<file path="src/rtl/core/aavr_pkg.sv">
// ----------------------------------------------------------------------------
// aavr_pkg
// shared types, constants and the arctangent table for the vertex rotator
// ----------------------------------------------------------------------------
package aavr_pkg;

  localparam int CordicStepsDef = 16;
  localparam int CordicMax      = 24;

  localparam logic signed [33:0] CordicK = 34'sh026DD3B6A;
  localparam logic signed [33:0] HalfPi  = 34'sd1686629713;
  localparam logic signed [33:0] Pi      = 34'sd3373259426;

  typedef enum logic [2:0] {
    REG_MODE  = 3'd0,
    REG_AXIS_X = 3'd1,
    REG_AXIS_Y = 3'd2,
    REG_AXIS_Z = 3'd3,
    REG_ANGLE = 3'd4,
    REG_SCALE = 3'd5
  } reg_idx_t;

  typedef enum logic [1:0] {
    MB_IDLE,
    MB_CORDIC,
    MB_COEF
  } mb_state_t;

  typedef logic signed [15:0] coef_t;

  function automatic logic signed [33:0] atan_q30(input logic [4:0] i);
    logic signed [33:0] r;
    case (i)
      5'd0:  r = 34'sh03243F6A8;
      5'd1:  r = 34'sh01DAC6705;
      5'd2:  r = 34'sh00FADBAFC;
      5'd3:  r = 34'sh007F56EA6;
      5'd4:  r = 34'sh003FEAB76;
      5'd5:  r = 34'sh001FFD55B;
      5'd6:  r = 34'sh000FFFAAA;
      5'd7:  r = 34'sh0007FFF55;
      5'd8:  r = 34'sh0003FFFEA;
      5'd9:  r = 34'sh0001FFFFD;
      5'd10: r = 34'sh0000FFFFF;
      5'd11: r = 34'sh00007FFFF;
      5'd12: r = 34'sh00003FFFF;
      5'd13: r = 34'sh00001FFFF;
      5'd14: r = 34'sh00000FFFF;
      5'd15: r = 34'sh000007FFF;
      5'd16: r = 34'sh000003FFF;
      5'd17: r = 34'sh000001FFF;
      5'd18: r = 34'sh000000FFF;
      5'd19: r = 34'sh0000007FF;
      5'd20: r = 34'sh0000003FF;
      5'd21: r = 34'sh0000001FF;
      5'd22: r = 34'sh0000000FF;
      5'd23: r = 34'sh00000007F;
      default: r = '0;
    endcase
    return r;
  endfunction

endpackage

</file>
<file path="src/rtl/core/aavr_matrix.sv">
// ----------------------------------------------------------------------------
// aavr_matrix
// iterative cordic for cos/sin, then builds the nine coefficients one a cycle
// ----------------------------------------------------------------------------
module aavr_matrix #(
  parameter int CORDIC_STEPS = aavr_pkg::CordicStepsDef
) (
  input  logic                clk,
  input  logic                rst_n,
  input  logic                start,
  input  logic signed [15:0]  axis_x,
  input  logic signed [15:0]  axis_y,
  input  logic signed [15:0]  axis_z,
  input  logic signed [15:0]  angle,
  output logic                busy,
  output aavr_pkg::coef_t     coef [9]
);
  import aavr_pkg::*;

  localparam int Steps = (CORDIC_STEPS > CordicMax) ? CordicMax : CORDIC_STEPS;

  mb_state_t state_r, state_nxt;
  logic [4:0]  cnt_r, cnt_nxt;
  logic [3:0]  idx_r, idx_nxt;
  logic [1:0]  row_r, col_r;
  logic signed [33:0] x_r, y_r, z_r;
  logic neg_r;
  logic signed [15:0] c_r, s_r;
  coef_t coef_r [9];
  logic signed [33:0] z0, x_fin, y_fin, dx, dy, xr, yr;
  logic signed [33:0] at;
  logic signed [17:0] cc, sc;
  logic signed [15:0] ar, ak, ao;
  logic signed [16:0] omc;
  logic signed [32:0] pa_nxt, pa_r;
  logic signed [31:0] sb_nxt, sb_r;
  logic signed [15:0] ak_r;
  logic               diag_r, minus_r, wv_r;
  logic [3:0]         widx_r;
  logic signed [48:0] v;
  logic signed [35:0] vq;

  assign z0 = 34'(angle) <<< 17;
  assign at = atan_q30(cnt_r);
  assign dx = y_r >>> cnt_r;
  assign dy = x_r >>> cnt_r;
  assign x_fin = neg_r ? -x_r : x_r;
  assign y_fin = neg_r ? -y_r : y_r;
  assign xr = (x_fin + 34'sd32768) >>> 16;
  assign yr = (y_fin + 34'sd32768) >>> 16;

  always_comb begin
    cc = 18'(xr);
    sc = 18'(yr);
    if (cc > 18'sd16384) cc = 18'sd16384;
    if (cc < -18'sd16384) cc = -18'sd16384;
    if (sc > 18'sd16384) sc = 18'sd16384;
    if (sc < -18'sd16384) sc = -18'sd16384;
  end

  function automatic logic signed [15:0] pick(input logic [1:0] i, input logic signed [15:0] a0,
                                              input logic signed [15:0] a1,
                                              input logic signed [15:0] a2);
    logic signed [15:0] r;
    case (i)
      2'd0: r = a0;
      2'd1: r = a1;
      default: r = a2;
    endcase
    return r;
  endfunction

  // first step: (1-c)*ai and s*ao, registered with the column component
  always_comb begin
    ar = pick(row_r, axis_x, axis_y, axis_z);
    ak = pick(col_r, axis_x, axis_y, axis_z);
    ao = pick(2'(3 - int'(row_r) - int'(col_r)), axis_x, axis_y, axis_z);
    omc = 17'sd16384 - 17'(c_r);
    pa_nxt = 33'(omc) * 33'(ar);
    sb_nxt = 32'(s_r) * 32'(ao);
  end

  // second step: times ak, add the diagonal or cross term, round
  always_comb begin
    v = 49'(pa_r) * 49'(ak_r);
    if (diag_r) v = v + (49'(c_r) <<< 28);
    else if (minus_r) v = v - (49'(sb_r) <<< 14);
    else v = v + (49'(sb_r) <<< 14);
    vq = 36'((v + 49'sd134217728) >>> 28);
  end

  always_comb begin
    state_nxt = state_r;
    cnt_nxt   = cnt_r;
    idx_nxt   = idx_r;
    unique case (state_r)
      MB_IDLE: begin
        if (start) begin
          state_nxt = MB_CORDIC;
          cnt_nxt   = '0;
        end
      end
      MB_CORDIC: begin
        if (cnt_r == 5'(Steps)) begin
          state_nxt = MB_COEF;
          idx_nxt   = '0;
        end else begin
          cnt_nxt = cnt_r + 5'd1;
        end
      end
      MB_COEF: begin
        if (idx_r == 4'd8) state_nxt = MB_IDLE;
        else idx_nxt = idx_r + 4'd1;
      end
      default: state_nxt = MB_IDLE;
    endcase
    if (start) begin
      state_nxt = MB_CORDIC;
      cnt_nxt   = '0;
    end
  end

  always_ff @(posedge clk) begin
    if (!rst_n) begin
      state_r <= MB_IDLE;
      cnt_r   <= '0;
      idx_r   <= '0;
      wv_r    <= 1'b0;
      for (int i = 0; i < 9; i++) coef_r[i] <= (i % 4 == 0) ? 16'sd16384 : 16'sd0;
    end else begin
      state_r <= state_nxt;
      cnt_r   <= cnt_nxt;
      idx_r   <= idx_nxt;
      wv_r    <= (state_r == MB_COEF) && !start;
      if (wv_r && !start) begin
        if (vq > 36'sd32767) coef_r[widx_r] <= 16'sh7FFF;
        else if (vq < -36'sd32768) coef_r[widx_r] <= 16'sh8000;
        else coef_r[widx_r] <= 16'(vq);
      end
    end
  end

  always_ff @(posedge clk) begin
    if (start) begin
      x_r <= CordicK;
      y_r <= '0;
      neg_r <= (z0 > HalfPi) || (z0 < -HalfPi);
      if (z0 > HalfPi) z_r <= z0 - Pi;
      else if (z0 < -HalfPi) z_r <= z0 + Pi;
      else z_r <= z0;
    end else if (state_r == MB_CORDIC && cnt_r != 5'(Steps)) begin
      if (!z_r[33]) begin
        x_r <= x_r - dx; y_r <= y_r + dy; z_r <= z_r - at;
      end else begin
        x_r <= x_r + dx; y_r <= y_r - dy; z_r <= z_r + at;
      end
    end
    if (state_r == MB_CORDIC && cnt_r == 5'(Steps)) begin
      c_r <= 16'(cc);
      s_r <= 16'(sc);
      row_r <= '0;
      col_r <= '0;
    end else if (state_r == MB_COEF) begin
      if (col_r == 2'd2) begin
        col_r <= '0;
        row_r <= row_r + 2'd1;
      end else begin
        col_r <= col_r + 2'd1;
      end
    end
    pa_r    <= pa_nxt;
    sb_r    <= sb_nxt;
    ak_r    <= ak;
    diag_r  <= (row_r == col_r);
    minus_r <= (col_r == row_r + 2'd1) || (row_r == 2'd2 && col_r == 2'd0);
    widx_r  <= idx_r;
  end

  assign coef = coef_r;
  assign busy = (state_r != MB_IDLE) || wv_r;

  a_idx_range: assert property (@(posedge clk) disable iff (!rst_n)
    (state_r == MB_COEF) |-> (idx_r <= 4'd8)) else $error("coef index out of range");
  a_cnt_range: assert property (@(posedge clk) disable iff (!rst_n)
    (state_r == MB_CORDIC) |-> (cnt_r <= 5'(Steps))) else $error("cordic count overrun");
  a_rowcol: assert property (@(posedge clk) disable iff (!rst_n)
    (state_r == MB_COEF && !$past(start)) |-> (row_r != 2'd3)) else $error("row overrun");
  a_widx: assert property (@(posedge clk) disable iff (!rst_n)
    wv_r |-> (widx_r <= 4'd8)) else $error("coef write index out of range");

endmodule

</file>
<file path="config.mk">
export PLATFORM = sky130hd
export DESIGN_NAME = aavr_matrix
export DESIGN_NICKNAME = d
export VERILOG_FILES = /design/src/rtl/core/aavr_pkg.sv /design/src/rtl/core/aavr_matrix.sv
export SDC_FILE = /design/constraint.sdc
export NUM_CORES = 2
export LEC_CHECK = 0
export BUFFER_PORTS_ARGS = -buffer_cell sky130_fd_sc_hd__clkbuf_2
export CAP_MARGIN = 20
export CORE_ASPECT_RATIO = 1.25
export CORE_MARGIN = 1.5
export CORE_UTILIZATION = 35
export CTS_CLUSTER_SIZE = 14
export DETAILED_ROUTE_END_ITERATION = 8
export MAX_ROUTING_LAYER = met4
export PLACE_DENSITY = 0.58
export SYNTH_ARGS = -nofsm -noshare
export SYNTH_HDL_FRONTEND = slang
export SYNTH_SLANG_ARGS = --single-unit
</file>
<file path="constraint.sdc">
create_clock -name clk -period 13.7 [get_ports clk]
set_clock_uncertainty 0.15 [all_clocks]
set_input_delay 2.74 -clock clk [delete_from_list [all_inputs] [get_ports clk]]
set_output_delay 2.74 -clock clk [all_outputs]
set_load 0.05 [all_outputs]
</file>
# Word level (Yosys, flattened, before mapping)
# Memory sizes are Yosys's and may differ from the RTL's. A register that Yosys moved wholly into a read port is not among the register bits.
# Cells that the tools add are included.
dict set report word_totals {
  ff_bits 382
  rom_bits 960
  elab_cells 149
  memories 1
}
dict set report classes {
  n_addsub 23
  n_mul 3
  order_cmp 10
  n_eq_ne 18
  shifts 2
  muxes 31
  bitwise_logic 10
  reduce_logical 23
}
# memory words word_bits rd rd_clocked_by_memory_dff write_ports line_no
set mem_list {}
lappend mem_list {{(no name shown)} 32 30 1 1 0 aavr_pkg.sv:33} ;# case (i)
# op n
set ops {}
lappend ops {{$mux W34} 9}
lappend ops {{$mux W144} 2}
lappend ops {{$bwmux W144} 1}
lappend ops {{$and A135 B135 Y135} 1}
lappend ops {{$not A135 Y135} 1}
lappend ops {{$or A135 B135 Y135} 1}
lappend ops {{$add A34 B34 Y34} 3}
lappend ops {{$sub A34 B34 Y34} 3}
lappend ops {{$mux W49} 2}
lappend ops {{$pmux W16 S2} 3}
lappend ops {{$add A34 B17 Y34 const B} 2}
lappend ops {{$neg A34 Y34} 2}
lappend ops {{$sshr A34 B5 Y34} 2}
lappend ops {{$demux W16 S4} 1}
lappend ops {{$add A49 B29 Y49 const B} 1}
lappend ops {{$add A49 B44 Y49} 1}
lappend ops {{$add A49 B46 Y49} 1}
lappend ops {{$mul A33 B16 Y49} 1}
lappend ops {{$sub A49 B46 Y49} 1}
lappend ops {{$gt A18 B16 Y1 const B} 2}
lappend ops {{$lt A18 B15 Y1 const B} 2}
lappend ops {{$mux W18} 2}
lappend ops {{$add A33 B33 Y34 const B} 1}
lappend ops {{$sub A33 B33 Y34 const B} 1}
lappend ops {{other kinds (44)} 74}

# Longest topological paths before layout
dict set report depth {
  ltp_word 9
  ltp_mapped 44
  mapped_depth_nobuf 41
}

# Worst setup path before layout
# Ideal clock, no wire load.
dict set report synth_timing {
  path_type {reg-to-reg}
  from {register ak_r[7]}
  to {register coef_r (netlist bit coef[101])}
  setup_time_ns 0.122
  t_arrival_ns 9.966
  path_slack_ns 3.463
  path_stages_with_launch 43
  synth_period_minus_slack_ns 10.237
  cell_sequence {dfxtp_1 clkbuf_1 nand2_1 fa_1 inv_1 fa_1 inv_1 fa_1 inv_1 fa_1 fa_1 inv_1 fa_1 inv_1 ha_1 clkbuf_1 a21oi_1 o21ai_0 (+7 left out) ha_1 nand4_1 nor2_1 nand4_1 a31o_2 o311ai_0 a22o_2 a311o_1 nor3_1 or2_1 a2111o_1 nor4_4 nand3_1 a211o_1 a2bb2oi_4 nor4_4 buf_6 a221o_1}
}
dict set report synth_via {
  elab_chain_cells 8
  word_cells_on_any_way 12
}
# element line_no
set synth_lines {}
lappend synth_lines {{start: declaration} aavr_matrix.sv:37} ;# logic signed [15:0] ak_r;
lappend synth_lines {{start signal: assignment} aavr_matrix.sv:173} ;# ak_r <= ak;
lappend synth_lines {{$mul A33 B16 Y49 *} aavr_matrix.sv:85} ;# v = 49'(pa_r) * 49'(ak_r);
lappend synth_lines {{$add A49 B46 Y49 or $sub A49 B46 Y49 (tied branches)} {aavr_matrix.sv:88, aavr_matrix.sv:87}}
lappend synth_lines {{$mux W49} aavr_matrix.sv:87} ;# else if (minus_r) v = v - (49'(sb_r) <<< 14);
lappend synth_lines {{$mux W49 *} aavr_matrix.sv:86} ;# if (diag_r) v = v + (49'(c_r) <<< 28);
lappend synth_lines {{$add A49 B29 Y49 *} aavr_matrix.sv:89} ;# vq = 36'((v + 49'sd134217728) >>> 28);
lappend synth_lines {{$lt A21 B16 Y1 or $bwmux W144 (tied branches)} {aavr_matrix.sv:137, aavr_matrix.sv:138}}
lappend synth_lines {{$mux W144} aavr_matrix.sv:137} ;# else if (vq < -36'sd32768) coef_r[widx_r] <= 16'sh8000;
lappend synth_lines {{$mux W144 *} aavr_matrix.sv:136} ;# if (vq > 36'sd32767) coef_r[widx_r] <= 16'sh7FFF;
lappend synth_lines {{end signal: indexed assignment} aavr_matrix.sv:138} ;# else coef_r[widx_r] <= 16'(vq);
lappend synth_lines {{end: declaration} aavr_matrix.sv:29} ;# coef_t coef_r [9];
# Every way passes the cells marked *; elsewhere a longest branch is shown, timed or not.
# A chain may end at the register's enable or synchronous reset.

# Worst setup path in the final report
dict set report layout_timing {
  from {register ak_r[5]}
  to {register coef_r (netlist bit coef[91])}
}
# Same word-level chain as after synthesis.

==> qor.txt <==
Crit Path Max Fanout = 18
Yosys cell types = 113
CTS root buf = clkbuf_16
Slew @ Worst Pin = 1200 ps
Final Util = 38.0%
Post_cts resized = 0
Vias in the first global route = 58300
CP most frequent cell = fa_1
RSZ-0062 raised after global routing = no
Number of enable flip-flop cells after synthesis = 67
Antenna violations before repair = 3
FFs w/ async S/R, synth = 0%
Hold Vio Cnt, Final = 0
Status = completed
ANT nets after route = 0
Nets = 9496
Crit Path Category = reg -> reg
Share of layout cells above drive strength 1 = 8.09%
Remaining routing DRC violations = 0
Synth warn = 0
Most frequent cells in the layout = inv_1, fa_1, nand2_1, nor2_1, ha_1
Worst r2r dst = coef[91]
M1 GR Usage = 25.8%
Wire per inst = 20.0 um
WL final = 211 mm
Initial Util = 35.2%
Hold buffer count at CTS = 0
Cells after Synth = 7934
Pre-CTS WS = 1230 ps
Worst setup EP type = flop
Synth Flop Type = dfxtp_1
CTS clock-pin slew for the worst setup and hold paths = 70 ps
Met3 global-route usage = 3.24%
Top cell type's share of synthesized area = 30.1%
Routability cong. = 0.931
Largest area contributor in the netlist = fa_1
Max-cap check violation count = 0
Setup repair bufs after CTS = 0
Die ar. = 201000 sq um
Cell Rows = 182
FMAX = 0.0791 GHz
Clk_lat worst skew = 690 ps
Clk sink count = 412
Worst Setup Start Kind = flop
Core Region = 197000 sq um
Drt initial violations = 3731
Post-synthesis cell area = 69200 sq um
FF-to-FF Start = ak_r[5]
Global-route wire length before repair = 335 mm
CTS tree = done
Clock Path Buffers = 3
PortBufs = 211
Pin count of the biggest net entering global routing = 94
Crit path required time = 14080 ps
H-tree depth = 2
Syn avg cell area = 8.73 sq um
1st-pass router iterations = 6
Reg2Reg Depth = 39
Slew Limit Fails = 0
Commonest non-fill, non-tap cell in the layout = inv_1
Register bit total from synthesis = 412
Synthesis-to-layout area growth = 7.97%
# setup viols final = 0
Final WS setup = 1060 ps
Crit path launch = ak_r[5]
Fill cells = 20100
Final Hold Slack = 315 ps
Post-Syn Nets = 9501
Dpl hpwl = 171 mm
Vias per inst = 5.28
Worst path slowest cell = nand4_1
I/O pin cnt = 212
R2R setup slack = 1060 ps
Final Cycle Share = 92.3%
GRT busiest layer = met2
GR met2 Demand/Resource = 38.0%
Die height = 500 um
GRT Util Overall = 21.9%
Total CTS buffers = 51
DR vias = 55700
Seq/Total Area, Yosys = 12.9%
Grt total ovfl = 0
Ranking of synthesized cells by area = fa_1, dfxtp_1, ha_1
Worst Setup EP = coef[91]
Worst endpoint data arrival time = 13030 ps
Crit path largest cell delay = 740 ps
Setup TNS = 0 ps
Die W = 401 um
Slew margin rel. = 19.9%
Post-layout min period = 12640 ps
HP Class = reg -> reg
==> logic make-up after synthesis <==
group / after synthesis / share of synthesized area (%)
flip-flops: 412 / 12.9
adder cells (fa/ha/maj): 1501 / 38.4
AND/OR/NAND/NOR: 2449 / 16.7
multiplexers: 224 / 4.68
XOR/XNOR: 461 / 5.90
buffers and inverters: 1610 / 8.83
AO/OA/AOI/OAI: 1277 / 12.6
==> routing by layer <==
layer | up-vias | part of all wire [%]
met5 | - | 0
met4 | 0 | 3.9
met3 | 361 | 5.8
met2 | 1470 | 50
met1 | 28100 | 40
li1 | 25800 | -
==> worst min path at each step <==
stage | from | to | slack [ps] | depth (start not counted)
2_1_floorplan | idx_r[2] | widx_r[2] | 180 | 0
3_3_place_gp | idx_r[2] | widx_r[2] | 290 | 0
3_5_place_dp | idx_r[2] | widx_r[2] | 280 | 0
4_1_cts | coef[47] | coef[47] | 310 | 2
5_1_grt | coef[31] | coef[31] | 330 | 2
6_report | coef[31] | coef[31] | 320 | 2
==> metrics by stage <==
stage,instance area (sq um),instances
6_report,74700,10500
5_1_grt,74700,10500
4_1_cts,74700,10500
3_5_place_dp,72900,10400
3_3_place_gp,72900,10400
2_1_floorplan,69200,7934
==> state kept, by name, indices dropped and copies added, names as in the netlist, 5 cells and up <==
register,cells
at,30
sb_r,32
c_r,16
cnt_r,5
z_r,34
y_r,34
ak_r,16
coef,144
pa_r,33
s_r,16
x_r,34
==> synth_stat cells (all sizes together) (13+ instances only) <==
master,count
a211o,23
a211oi,49
a21boi,17
a21o,77
a21oi,359
a221o,88
a22oi,17
a311oi,18
a31oi,52
a41oi,13
and2,278
and3,39
buf,57
clkbuf,312
dfxtp,345
edfxtp,67
fa,1041
ha,459
inv,1240
mux2,48
mux2i,102
mux4,74
nand2,987
nand2b,79
nand3,74
nand3b,20
nand4,27
nor2,517
nor2b,111
nor3,146
nor3b,16
nor4,33
o211ai,58
o21a,50
o21ai,254
o21bai,39
o31ai,29
or2,43
or3,40
xnor2,323
xor2,137
==> area by class of cell <==
cell class / count / area (sq um) / area share (%)
multi-input combinational: 5912 / 54300 / 72.6
sequential: 412 / 8930 / 11.9
inverter: 1241 / 4660 / 6.23
tap: 2576 / 3220 / 4.31
timing repair buffer: 311 / 1850 / 2.47
clock buffer: 76 / 1600 / 2.14
clock inverter: 19 / 196 / 0.263
antenna: 1 / 2.50 / 0.00335
==> critical path: cells and delay by family (launching register included) <==
family | cells | cell delay (ps)
AOI/OAI and AO/OA | 14 | 4540
adders and majority gates | 8 | 3570
and+or+nand+nor | 11 | 2850
DFF | 1 | 730
buffers and inverters | 5 | 560
xor gates and xnor gates | 1 | 90
Power is left out: the tool's default activity adds up to more than one toggle a clock period on the data nets, which glitch-free logic cannot reach.
